## config.mk

```make
export PLATFORM = sky130hd
export DESIGN_NAME = gga_sentence_field_parser
export DESIGN_NICKNAME = d
export VERILOG_FILES = /design/src/hdl/gga_pkg.sv /design/src/hdl/gga_accum.sv /design/src/hdl/gga_sentence_field_parser.sv
export SDC_FILE = /design/constraint.sdc
export NUM_CORES = 1
export LEC_CHECK = 0
export BUFFER_PORTS_ARGS = -buffer_cell sky130_fd_sc_hd__buf_4
export CAP_MARGIN = 20
export CORE_AREA = 2 2 125 127
export DETAILED_ROUTE_END_ITERATION = 12
export DIE_AREA = 0 0 127 129
export PLACE_DENSITY_LB_ADDON = 0.1
export SETUP_SLACK_MARGIN = 0.3
export SLEW_MARGIN = 25
export SYNTH_ARGS = -nofsm -noshare
export SYNTH_HDL_FRONTEND = slang
export SYNTH_SLANG_ARGS = --single-unit
```

## constraint.sdc

```tcl
create_clock -name aclk -period 7.3 [get_ports aclk]
set_input_delay 1.46 -clock aclk [delete_from_list [all_inputs] [get_ports aclk]]
set_output_delay 1.46 -clock aclk [all_outputs]
set_load 0.005 [all_outputs]
```

## src/hdl/gga_pkg.sv

```systemverilog
package gga_pkg;

    // result kinds
    typedef enum logic [1:0] {
        EV_FIELD    = 2'd0,
        EV_SENTENCE = 2'd1,
        EV_ERROR    = 2'd2
    } event_t;

    typedef enum logic [2:0] {
        CAUSE_NONE        = 3'd0,
        CAUSE_BAD_LETTER  = 3'd1,
        CAUSE_WRONG_TAG   = 3'd2,
        CAUSE_MISPLACED   = 3'd3,
        CAUSE_EARLY_END   = 3'd4,
        CAUSE_TOO_LONG    = 3'd5,
        CAUSE_CHKSUM_COMMA = 3'd6
    } cause_t;

    localparam int unsigned POS_W = 5;
    typedef logic [POS_W-1:0] pos_t;

    localparam pos_t POS_IDLE     = 5'd0;
    localparam pos_t POS_TAG      = 5'd1;
    localparam pos_t POS_LAT_DIR  = 5'd4;
    localparam pos_t POS_LON_DIR  = 5'd6;
    localparam pos_t POS_ALT_UNIT = 5'd11;
    localparam pos_t POS_SEP_UNIT = 5'd13;
    localparam pos_t POS_STATION  = 5'd15;
    localparam pos_t POS_CHECKSUM = 5'd16;

    localparam logic [7:0] CH_DOLLAR = 8'h24;
    localparam logic [7:0] CH_STAR   = 8'h2A;
    localparam logic [7:0] CH_COMMA  = 8'h2C;
    localparam logic [7:0] CH_MINUS  = 8'h2D;
    localparam logic [7:0] CH_DOT    = 8'h2E;
    localparam logic [7:0] CH_CR     = 8'h0D;
    localparam logic [7:0] CH_LF     = 8'h0A;
    localparam logic [7:0] CH_NUL    = 8'h00;
    localparam logic [7:0] CH_ZERO   = 8'h30;
    localparam logic [7:0] CH_LOWER_A = 8'h61;
    localparam logic [7:0] CASE_OFFSET = 8'd32;

    localparam int unsigned TAG_LEN = 5;

    // expected sentence tag, lower case
    function automatic logic [7:0] tag_char(input logic [2:0] idx);
        logic [7:0] ch;
        case (idx)
            3'd0:    ch = 8'h67;   // g
            3'd1:    ch = 8'h70;   // p
            3'd2:    ch = 8'h67;   // g
            3'd3:    ch = 8'h67;   // g
            3'd4:    ch = 8'h61;   // a
            default: ch = 8'h00;
        endcase
        return ch;
    endfunction

    typedef struct packed {
        logic [31:0] value;
        logic        overflow;
    } acc_res_t;

endpackage

```

## src/hdl/gga_accum.sv

```systemverilog
module gga_accum
    import gga_pkg::*;
(
    input  logic [31:0] acc,
    input  logic        hex_radix,
    input  logic [3:0]  digit,
    output acc_res_t    res
);

    logic [35:0] scaled;
    logic [36:0] sum;

    // times sixteen is a shift, times ten is eight plus two
    always_comb begin
        if (hex_radix) begin
            scaled = {acc, 4'b0000};
        end else begin
            scaled = {1'b0, acc, 3'b000} + {3'b000, acc, 1'b0};
        end
        sum = {1'b0, scaled} + {33'd0, digit};
        res.overflow = |sum[36:32];
        res.value    = res.overflow ? 32'hFFFF_FFFF : sum[31:0];
    end

endmodule

```

## src/hdl/gga_sentence_field_parser.sv

```systemverilog
// GGA sentence field parser: takes one sentence byte per item on s_char_in and gives at
// most one result per byte: a completed field with its decimal mantissa, fraction digit
// count, sign and first character; the hex checksum at the line end; or a coded error,
// after which the parser waits for the next '$'. One byte is taken every cycle while the
// output is not stalled; each byte is registered in the input register, its result in the
// result register on m_valid. The cycle is bounded by the multiply-by-ten-or-sixteen
// accumulate with clamping on the 32-bit field value. A byte is held in the input register
// while a result waits on m_ready, so one byte is accepted even while the output is
// stalled. MAX_FIELD_LEN counted characters are allowed per field (8 to 63).
module gga_sentence_field_parser
    import gga_pkg::*;
#(
    parameter int unsigned MAX_FIELD_LEN = 31
) (
    input  logic        aclk,
    input  logic        aresetn,
    input  logic        s_valid,
    output logic        s_ready,
    input  logic [7:0]  s_char_in,
    output logic        m_valid,
    input  logic        m_ready,
    output logic [1:0]  m_event_res,
    output logic [4:0]  m_field_index,
    output logic [31:0] m_magnitude,
    output logic        m_is_negative,
    output logic [4:0]  m_fraction_digits,
    output logic [7:0]  m_first_letter,
    output logic        m_saturated,
    output logic [2:0]  m_error_cause
);

    localparam int unsigned CNT_W = $clog2(MAX_FIELD_LEN + 1);
    localparam logic [CNT_W-1:0] CNT_MAX = CNT_W'(MAX_FIELD_LEN);
    localparam logic [CNT_W-1:0] CNT_TAG = CNT_W'(TAG_LEN);

    // input register
    logic       in_valid_reg;
    logic [7:0] in_char_reg;
    logic       advance;

    // parser state
    pos_t             pos_reg, pos_next;
    logic [CNT_W-1:0] cnt_reg, cnt_next;
    logic [31:0]      acc_reg, acc_next;
    logic [4:0]       frac_reg, frac_next;
    logic             dot_reg, dot_next;
    logic             minus_reg, minus_next;
    logic [7:0]       first_reg, first_next;
    logic             tag_ok_reg, tag_ok_next;
    logic             ovf_reg, ovf_next;

    // result register
    logic        out_valid_reg;
    event_t      ev_reg, ev_next;
    pos_t        idx_reg, idx_next;
    logic [31:0] mag_reg, mag_next;
    logic        neg_reg, neg_next;
    logic [4:0]  fd_reg, fd_next;
    logic [7:0]  fl_reg, fl_next;
    logic        sat_reg, sat_next;
    cause_t      cause_reg, cause_next;
    logic        emit;

    logic [7:0] c;
    logic       is_digit, is_lower, is_hex, counted, letter_field;
    logic [3:0] digit;
    acc_res_t   acc_res;

    assign advance = in_valid_reg && (!out_valid_reg || m_ready);
    assign s_ready = !in_valid_reg || advance;

    always_ff @(posedge aclk) begin
        if (!aresetn) begin
            in_valid_reg <= 1'b0;
        end else if (s_ready) begin
            in_valid_reg <= s_valid;
        end
    end

    always_ff @(posedge aclk) begin
        if (s_ready && s_valid) begin
            in_char_reg <= s_char_in;
        end
    end

    // character classes
    always_comb begin
        c = in_char_reg;
        if (c inside {["A":"Z"]}) begin
            c = c + CASE_OFFSET;
        end
        is_digit = c inside {["0":"9"]};
        is_lower = c inside {["a":"z"]};
        is_hex   = is_digit || (c inside {["a":"f"]});
        counted  = is_digit || is_lower || c == CH_MINUS || c == CH_DOT;
        letter_field = pos_reg == POS_TAG || pos_reg == POS_LAT_DIR ||
                       pos_reg == POS_LON_DIR || pos_reg == POS_ALT_UNIT ||
                       pos_reg == POS_SEP_UNIT;
        if (is_digit) begin
            digit = 4'(c - CH_ZERO);
        end else begin
            digit = 4'(c - CH_LOWER_A + 8'd10);
        end
    end

    gga_accum u_accum (
        .acc       (acc_reg),
        .hex_radix (pos_reg == POS_CHECKSUM),
        .digit     (digit),
        .res       (acc_res)
    );

    always_comb begin
        logic clear;
        logic err;
        logic val;
        event_t val_ev;
        cause_t err_cause;

        clear     = 1'b0;
        err       = 1'b0;
        val       = 1'b0;
        val_ev    = EV_FIELD;
        err_cause = CAUSE_NONE;

        pos_next    = pos_reg;
        cnt_next    = cnt_reg;
        acc_next    = acc_reg;
        frac_next   = frac_reg;
        dot_next    = dot_reg;
        minus_next  = minus_reg;
        first_next  = first_reg;
        tag_ok_next = tag_ok_reg;
        ovf_next    = ovf_reg;

        if (c == CH_DOLLAR) begin
            pos_next = POS_TAG;
            clear    = 1'b1;
        end else if (pos_reg == POS_IDLE || pos_reg > POS_CHECKSUM) begin
            pos_next = POS_IDLE;
        end else if (c == CH_COMMA) begin
            if (pos_reg == POS_CHECKSUM) begin
                err       = 1'b1;
                err_cause = CAUSE_CHKSUM_COMMA;
            end else if (pos_reg == POS_TAG && !(tag_ok_reg && cnt_reg == CNT_TAG)) begin
                err       = 1'b1;
                err_cause = CAUSE_WRONG_TAG;
            end else begin
                val      = 1'b1;
                pos_next = pos_reg + 5'd1;
                clear    = 1'b1;
            end
        end else if (c == CH_STAR) begin
            if (pos_reg != POS_STATION) begin
                err       = 1'b1;
                err_cause = CAUSE_MISPLACED;
            end else begin
                val      = 1'b1;
                pos_next = POS_CHECKSUM;
                clear    = 1'b1;
            end
        end else if (c == CH_CR || c == CH_LF || c == CH_NUL) begin
            if (pos_reg != POS_CHECKSUM) begin
                err       = 1'b1;
                err_cause = CAUSE_EARLY_END;
            end else begin
                val      = 1'b1;
                val_ev   = EV_SENTENCE;
                pos_next = POS_IDLE;
                clear    = 1'b1;
            end
        end else if (counted) begin
            if ((pos_reg == POS_CHECKSUM && !is_hex) ||
                (pos_reg != POS_CHECKSUM && is_lower && !letter_field)) begin
                err       = 1'b1;
                err_cause = CAUSE_BAD_LETTER;
            end else if (cnt_reg >= CNT_MAX) begin
                err       = 1'b1;
                err_cause = CAUSE_TOO_LONG;
            end else begin
                if (cnt_reg == '0) begin
                    first_next = c;
                end
                if (pos_reg == POS_TAG) begin
                    if (cnt_reg >= CNT_TAG || tag_char(cnt_reg[2:0]) != c) begin
                        tag_ok_next = 1'b0;
                    end
                end
                if (pos_reg == POS_CHECKSUM || is_digit) begin
                    acc_next = acc_res.value;
                    if (acc_res.overflow) begin
                        ovf_next = 1'b1;
                    end
                    if (pos_reg != POS_CHECKSUM && dot_reg && frac_reg != 5'd31) begin
                        frac_next = frac_reg + 5'd1;
                    end
                end else if (c == CH_DOT) begin
                    dot_next = 1'b1;
                end else if (c == CH_MINUS && cnt_reg == '0) begin
                    minus_next = 1'b1;
                end
                cnt_next = cnt_reg + CNT_W'(1);
            end
        end

        if (err) begin
            pos_next = POS_IDLE;
            clear    = 1'b1;
        end
        if (clear) begin
            cnt_next    = '0;
            acc_next    = '0;
            frac_next   = '0;
            dot_next    = 1'b0;
            minus_next  = 1'b0;
            first_next  = '0;
            tag_ok_next = 1'b1;
            ovf_next    = 1'b0;
        end

        emit       = err || val;
        idx_next   = pos_reg;
        ev_next    = err ? EV_ERROR : val_ev;
        cause_next = err_cause;
        mag_next   = err ? 32'd0 : acc_reg;
        neg_next   = !err && val_ev == EV_FIELD && minus_reg;
        fd_next    = (!err && val_ev == EV_FIELD) ? frac_reg : 5'd0;
        fl_next    = err ? 8'd0 : first_reg;
        sat_next   = !err && ovf_reg;
    end

    always_ff @(posedge aclk) begin
        if (!aresetn) begin
            pos_reg    <= POS_IDLE;
            cnt_reg    <= '0;
            acc_reg    <= '0;
            frac_reg   <= '0;
            dot_reg    <= 1'b0;
            minus_reg  <= 1'b0;
            first_reg  <= '0;
            tag_ok_reg <= 1'b1;
            ovf_reg    <= 1'b0;
        end else if (advance) begin
            pos_reg    <= pos_next;
            cnt_reg    <= cnt_next;
            acc_reg    <= acc_next;
            frac_reg   <= frac_next;
            dot_reg    <= dot_next;
            minus_reg  <= minus_next;
            first_reg  <= first_next;
            tag_ok_reg <= tag_ok_next;
            ovf_reg    <= ovf_next;
        end
    end

    always_ff @(posedge aclk) begin
        if (!aresetn) begin
            out_valid_reg <= 1'b0;
        end else if (advance) begin
            out_valid_reg <= emit;
        end else if (m_ready) begin
            out_valid_reg <= 1'b0;
        end
    end

    always_ff @(posedge aclk) begin
        if (advance && emit) begin
            ev_reg    <= ev_next;
            idx_reg   <= idx_next;
            mag_reg   <= mag_next;
            neg_reg   <= neg_next;
            fd_reg    <= fd_next;
            fl_reg    <= fl_next;
            sat_reg   <= sat_next;
            cause_reg <= cause_next;
        end
    end

    assign m_valid           = out_valid_reg;
    assign m_event_res       = ev_reg;
    assign m_field_index     = idx_reg;
    assign m_magnitude       = mag_reg;
    assign m_is_negative     = neg_reg;
    assign m_fraction_digits = fd_reg;
    assign m_first_letter    = fl_reg;
    assign m_saturated       = sat_reg;
    assign m_error_cause     = cause_reg;

    a_error_payload_zero: assert property (@(posedge aclk) disable iff (!aresetn)
        m_valid && m_event_res == EV_ERROR |->
            m_magnitude == 32'd0 && !m_saturated && m_first_letter == 8'd0 &&
            !m_is_negative && m_fraction_digits == 5'd0)
        else $error("error item carries a payload");

    a_cause_only_on_error: assert property (@(posedge aclk) disable iff (!aresetn)
        m_valid && m_event_res != EV_ERROR |-> m_error_cause == CAUSE_NONE)
        else $error("cause set on a non-error item");

    a_sentence_at_checksum: assert property (@(posedge aclk) disable iff (!aresetn)
        m_valid && m_event_res == EV_SENTENCE |->
            m_field_index == POS_CHECKSUM && !m_is_negative && m_fraction_digits == 5'd0)
        else $error("sentence item outside the checksum field");

    a_position_range: assert property (@(posedge aclk) disable iff (!aresetn)
        pos_reg <= POS_CHECKSUM)
        else $error("field position beyond the checksum field");

    a_field_len_bound: assert property (@(posedge aclk) disable iff (!aresetn)
        cnt_reg <= CNT_MAX)
        else $error("field character count beyond the limit");

endmodule
```

; Word level (Yosys, flattened, before mapping)
; Cells that the tools add are included.
[op_classes]
addsub = 9
mul = 0
div_mod_pow = 0
magnitude_cmp = 10
n_eq_ne = 35
shift = 0
mux = 150
bitwise = 0
reduce_logical = 69
[ops]
columns = op, n
row1 = 32-bit two-way mux, 11
row2 = 8-bit two-way mux, 20
row3 = 5-bit two-way mux, 30
row4 = 1-bit two-way mux, 76
row5 = 11-bit AND reduction, 4
row6 = 8-bit by 6-bit equality test with 1-bit output (second input constant), 5
row7 = 36-bit by 4-bit adder with 37-bit output, 1
row8 = 35-bit by 33-bit adder with 36-bit output, 1
row9 = 36-bit two-way mux, 1
row10 = 8-bit by 7-bit <= comparator with 1-bit output (second input constant), 3
row11 = 3-bit two-way mux, 8
row12 = 7-bit case mux with 3 select lines, 1
row13 = 10-bit AND reduction, 2
row14 = 2-bit nonzero test, 10
row15 = 1-bit logical AND, 18
row16 = 2-bit by 1-bit != test with 1-bit output (second input constant), 9
row17 = 1-bit logical OR, 17
row18 = 8-bit by 4-bit equality test with 1-bit output (second input constant), 2
row19 = 8-bit by 7-bit >= comparator with 1-bit output (second input constant), 2
row20 = 5-bit by 1-bit adder with 5-bit output (second input constant), 3
row21 = 5-bit by 3-bit equality test with 1-bit output (second input constant), 3
row22 = 5-bit != test (second input constant), 3
row23 = 6-bit by 5-bit != test with 1-bit output (second input constant), 2
row24 = 12-bit AND reduction, 1
row25 = other kinds (29), 40
[word_totals]
regBits = 126
latchBits = 0
ramBits = 0
rom_bits = 0
out_inout_bits = 59
word_cells = 293
mem_count = 0

; Logic depth before layout (Yosys ltp)
[logic_depth]
depth_word = 29
depth_mapped = 27
mapped_depth_nobuf = 22

; Hierarchy
; Synthesis repeated with hierarchy kept, for this count alone.
[unflattened]
hier_cells = 1089
hier_area_um2 = 9604.2
[by_module_without_submodules]
columns = module, instances, cells_each, area_per_inst_um2
row1 = gga_sentence_field_parser, 1, 582, 6187.2
row2 = gga_accum, 1, 507, 3417.0

; Worst setup path after synthesis
; Ideal clock, no wire load.
[synth_path]
kind = reg2reg
from = reg pos_reg[0], in the netlist idx_next[0]
to = reg acc_reg[10]
t_arrival_ps = 4999
path_slack_ps = 2184
stages_incl_launch_ff = 25
n_path_buf = 8
period_less_slack_ps = 5116
path_cell_list = dfxtp_1 inv_1 ha_1 and2_1 ha_1 clkbuf_1 buf_2 buf_2 buf_1 clkbuf_1 buf_1 clkbuf_1 nor2b_1 ha_1 a21oi_1 nor2_1 nand3_1 nor3b_1 o2111ai_2 nor4_4 nand4b_2 nor4_4 buf_6 o211ai_2 a22o_1
[synth_between]
elab_chain_cells = 18
word_cells_on_any_way = 67
cone_classes = add/sub: 1 / order compare: 1 / eq/ne: 15 / mux: 33 / reduce/logical: 17
[synth_lines]
columns = item, line_no
row1 = "start, declared", gga_sentence_field_parser.sv:42  ; pos_t pos_reg, pos_next;
row2 = "start signal, assigned", gga_sentence_field_parser.sv:244  ; pos_reg <= pos_next;
row3 = branches (longest 18 deep; another with 36-bit by 4-bit adder with 37-bit output), n/a
row4 = "end signal, assigned", gga_sentence_field_parser.sv:246  ; acc_reg <= acc_next;
row5 = "end, declared", gga_sentence_field_parser.sv:44  ; logic [31:0] acc_reg, acc_next;
; Parallel ways; which one is timed is not known. The select of a mux whose other input is x is not followed.
; A chain may end at the register's enable or synchronous reset.

; Final worst setup path
[layout_path]
from = reg in_char_reg[0]
to = reg ovf_reg
[layout_between]
elab_chain_cells = 19
word_cells_on_any_way = 64
cone_classes = add/sub: 5 / order compare: 7 / eq/ne: 14 / mux: 16 / reduce/logical: 22
[layout_lines]
columns = item, line_no
row1 = "start, declared", gga_sentence_field_parser.sv:38  ; logic [7:0] in_char_reg;
row2 = "start signal, assigned", gga_sentence_field_parser.sv:82  ; in_char_reg <= s_char_in;
row3 = 8-bit by 7-bit >= comparator with 1-bit output / 8-bit by 7-bit <= comparator with 1-bit output (equally long branches), gga_sentence_field_parser.sv:89  ; if (c inside {["A":"Z"]}) begin
row4 = 1-bit logical AND, gga_sentence_field_parser.sv:89
row5 = 8-bit two-way mux *, gga_sentence_field_parser.sv:89
row6 = branches (longest 16 deep; another with 36-bit by 4-bit adder with 37-bit output), n/a
row7 = "end signal, assigned", gga_sentence_field_parser.sv:252  ; ovf_reg <= ovf_next;
row8 = "end, declared", gga_sentence_field_parser.sv:50  ; logic ovf_reg, ovf_next;
; Every way passes the cells marked *.

==> impl_metrics.env <==
export IMPL_grt_max_degree=55
export IMPL_hp_class="reg2reg"
export IMPL_overflow=0
export IMPL_synth_compound_area_share_pct=26.29
export IMPL_worst_pin_slew_ns=0.9825
export IMPL_numClockSinks=126
export IMPL_worstPathArrival_ns=6.41
export IMPL_dieHeight_um=129
export IMPL_cp_end_kind="register"
export IMPL_antenna_found_initial=0
export IMPL_first_pass_iters=5
export IMPL_timing_final_ws_setup_ns=1.186
export IMPL_critPathLaunchType="register"
export IMPL_post_synth_inst_count=994
export IMPL_grt_use_total_pct=28.47
export IMPL_yosys_area_top_type_share_pct=21.30
export IMPL_worstPathMaxFanout=34
export IMPL_fp_row_count=45
export IMPL_synthArstFlopShare_pct=0
export IMPL_crit_required_ns=7.60
export IMPL_cts_hold_buf=0
export IMPL_drc=0
export IMPL_grt_pass1_wl_um=37740
export IMPL_synth_most_common_cell="nand2_1"
export IMPL_h_tree_depth=4
export IMPL_antenna_cells=0
export IMPL_fin_skew_ns=0.008972
export IMPL_setup_viol=0
export IMPL_vias_per_cell=6.468
export IMPL_synth_area_top_cells="edfxtp_1, dfxtp_1, ha_1"
export IMPL_stdcell_area_um2=10310
export IMPL_fin_crit_sh_pct=83.75
export IMPL_synthSimpleGateAreaFrac_pct=22.23
export IMPL_die_area_um2=16380
export IMPL_synth_fp_nets=1061
export IMPL_slew_headroom_pct=34.50
export IMPL_final_util_pct=68.83
export IMPL_ioPinCount=71
export IMPL_avgSynthCellArea_um2=9.218
export IMPL_synth_cell_types=87
export IMPL_grt_setup_unrepaired="false"
export IMPL_synth_adder_area_share_pct=7.674
export IMPL_initialDrtViolationCount=636
export IMPL_ys_flop_type="edfxtp_1"
export IMPL_cellPowerDensity_nw_per_um2=156.4
export IMPL_cts_resized=0
export IMPL_hold_viol_final=0
export IMPL_timing_final_crit_period_ns=6.114
export IMPL_synth_commonest_cells="nand2_1, nor2_1, edfxtp_1"
export IMPL_status="complete, no violations"
export IMPL_cts_setup_buffers=0
export IMPL_yosysSeqAreaShare_pct=34.63
export IMPL_dp_hpwl_um=16710
export IMPL_cts_root_buf="clkbuf_16"
export IMPL_postPlaceCellArea_um2=9758
export IMPL_place_congestion=0.9070
export IMPL_synth_top_area_cell="edfxtp_1"
export IMPL_synthMuxAreaShare_pct=1.666
export IMPL_start_util_pct=61.18
export IMPL_vias=8027
export IMPL_clock_fmax_mhz=163.6
export IMPL_wl_per_cell_um=18.86
export IMPL_layout_nets=1107
export IMPL_p_leak_nw=4.149
export IMPL_clk_pin_slew_ns=0.07
export IMPL_cts_buffers=17
export IMPL_synth_top_family_by_area="compound AO/OA/AOI/OAI gates"
export IMPL_cts_max_path_buffers=2
export IMPL_synth_cell_area_um2=9163
export IMPL_drtAntennaViolNets=0
export IMPL_cap_viol_max_count=0
export IMPL_slew_viol_final=0
export IMPL_synth_seq_cells=126
export IMPL_peakVddDrop_mv=0.1805
export IMPL_synth_warnings=0
export IMPL_final_layout_size_suffix_gt1_share_pct=16.43
export IMPL_cts_tree="done"
export IMPL_numPortBuffers=70
export IMPL_worstSkewPairLatency_ns=0.42
export IMPL_dp_slack_ns=1.341
export IMPL_synth_xor_area_share_pct=3.537
export IMPL_wl_um=23400
export IMPL_grt_pass1_vias=7207
export IMPL_die_w_um=127
export IMPL_setup_tns_ns=0
export IMPL_worstSetupPathType="reg2reg"
export IMPL_area_growth_synth_to_final_pct=12.51
export IMPL_synth_edf_count=65
export IMPL_coreArea_um2=14980
-- power by group --
group / total [W] / internal, W / switching [W]
clock: 0.000790 / 0.000443 / 0.000347
combinational: 0.0000674 / 0.0000279 / 0.0000396
sequential: 0.000755 / 0.000743 / 0.0000123
total: 0.00161 / 0.00121 / 0.000399
-- cell type report --
cell class	instances	area (um2)
multi-input combinational	787	5644
tap	188	235.2
sequential	126	3173
clock inverter	15	125.1
clock buffer	17	425.4
inverter	28	105.1
fill	1195	4668
timing repair buffer	80	600.6
-- cell usage in the layout (no fill, tap or decap), drive strengths merged, types with 36 or more instances in the layout --
| cell | count |
|---|---|
| o211ai | 47 |
| dfxtp | 61 |
| nor2 | 76 |
| ha | 53 |
| edfxtp | 65 |
| buf | 80 |
| a21oi | 65 |
| inv | 36 |
| nand2 | 81 |
| o21ai | 45 |
| and2 | 58 |
-- metal layers --
metal | track usage [%] | wire, um | part of all wire [%] | vias up
met4 | 7.175 | 430 | 1.8 | 0
met2 | 44.85 | 10580 | 45 | 297
li1 | - | - | - | 3877
met5 | 0 | 0 | 0 | -
met3 | 4.407 | 1257 | 5.4 | 37
met1 | 41.34 | 11130 | 48 | 3816
-- stage by stage --
step                total power [W]  std cells  hold WS [ns]
floorplan                 0.0008158        994        0.4321
global placement          0.0008344       1209        0.4467
detailed placement        0.0008357       1209        0.4542
CTS                        0.001614       1241        0.4748
global route               0.001655       1241        0.5006
finish                     0.001612       1241        0.4795
-- path summary, 6_finish.rpt --
kind                                     start    endpoint  slack, ns  depth (start not counted)
worst min register to register      tag_ok_reg  tag_ok_reg       0.48                          2
worst max register to register  in_char_reg[0]     ovf_reg       1.19                         22
worst min-delay path                tag_ok_reg  tag_ok_reg       0.48                          2
worst max-delay path            in_char_reg[0]     ovf_reg       1.19                         22
-- critical path, stage by stage (launching register included) --
cell and delay [ns]:
edfxtp_1 0.51, inv_1 0.22, ha_1 0.26, nor2b_1 0.08
o211ai_2 0.25, nand2_1 0.12, o41a_1 0.45, nor3_2 0.57
nand2b_1 0.20, xor2_1 0.26, inv_1 0.08, ha_1 0.29
a21o_1 0.11, a21oi_1 0.10, nor2_1 0.21, nand3_1 0.21
nor3b_1 0.29, o2111ai_2 0.21, nor4_4 0.23, nand4b_2 0.18
o21a_2 0.55, o2111a_1 0.37, a221o_1 0.25
-- logic make-up after synthesis --
kind of cell             count (synthesis)
AND/OR/NAND/NOR                        373
buffers and inverters                   81
XOR/XNOR                                37
flip-flops                             126
adder cells (fa/ha/maj)                 55
multiplexers                            15
AO/OA/AOI/OAI                          307
Power figures use the tool's default switching activity.
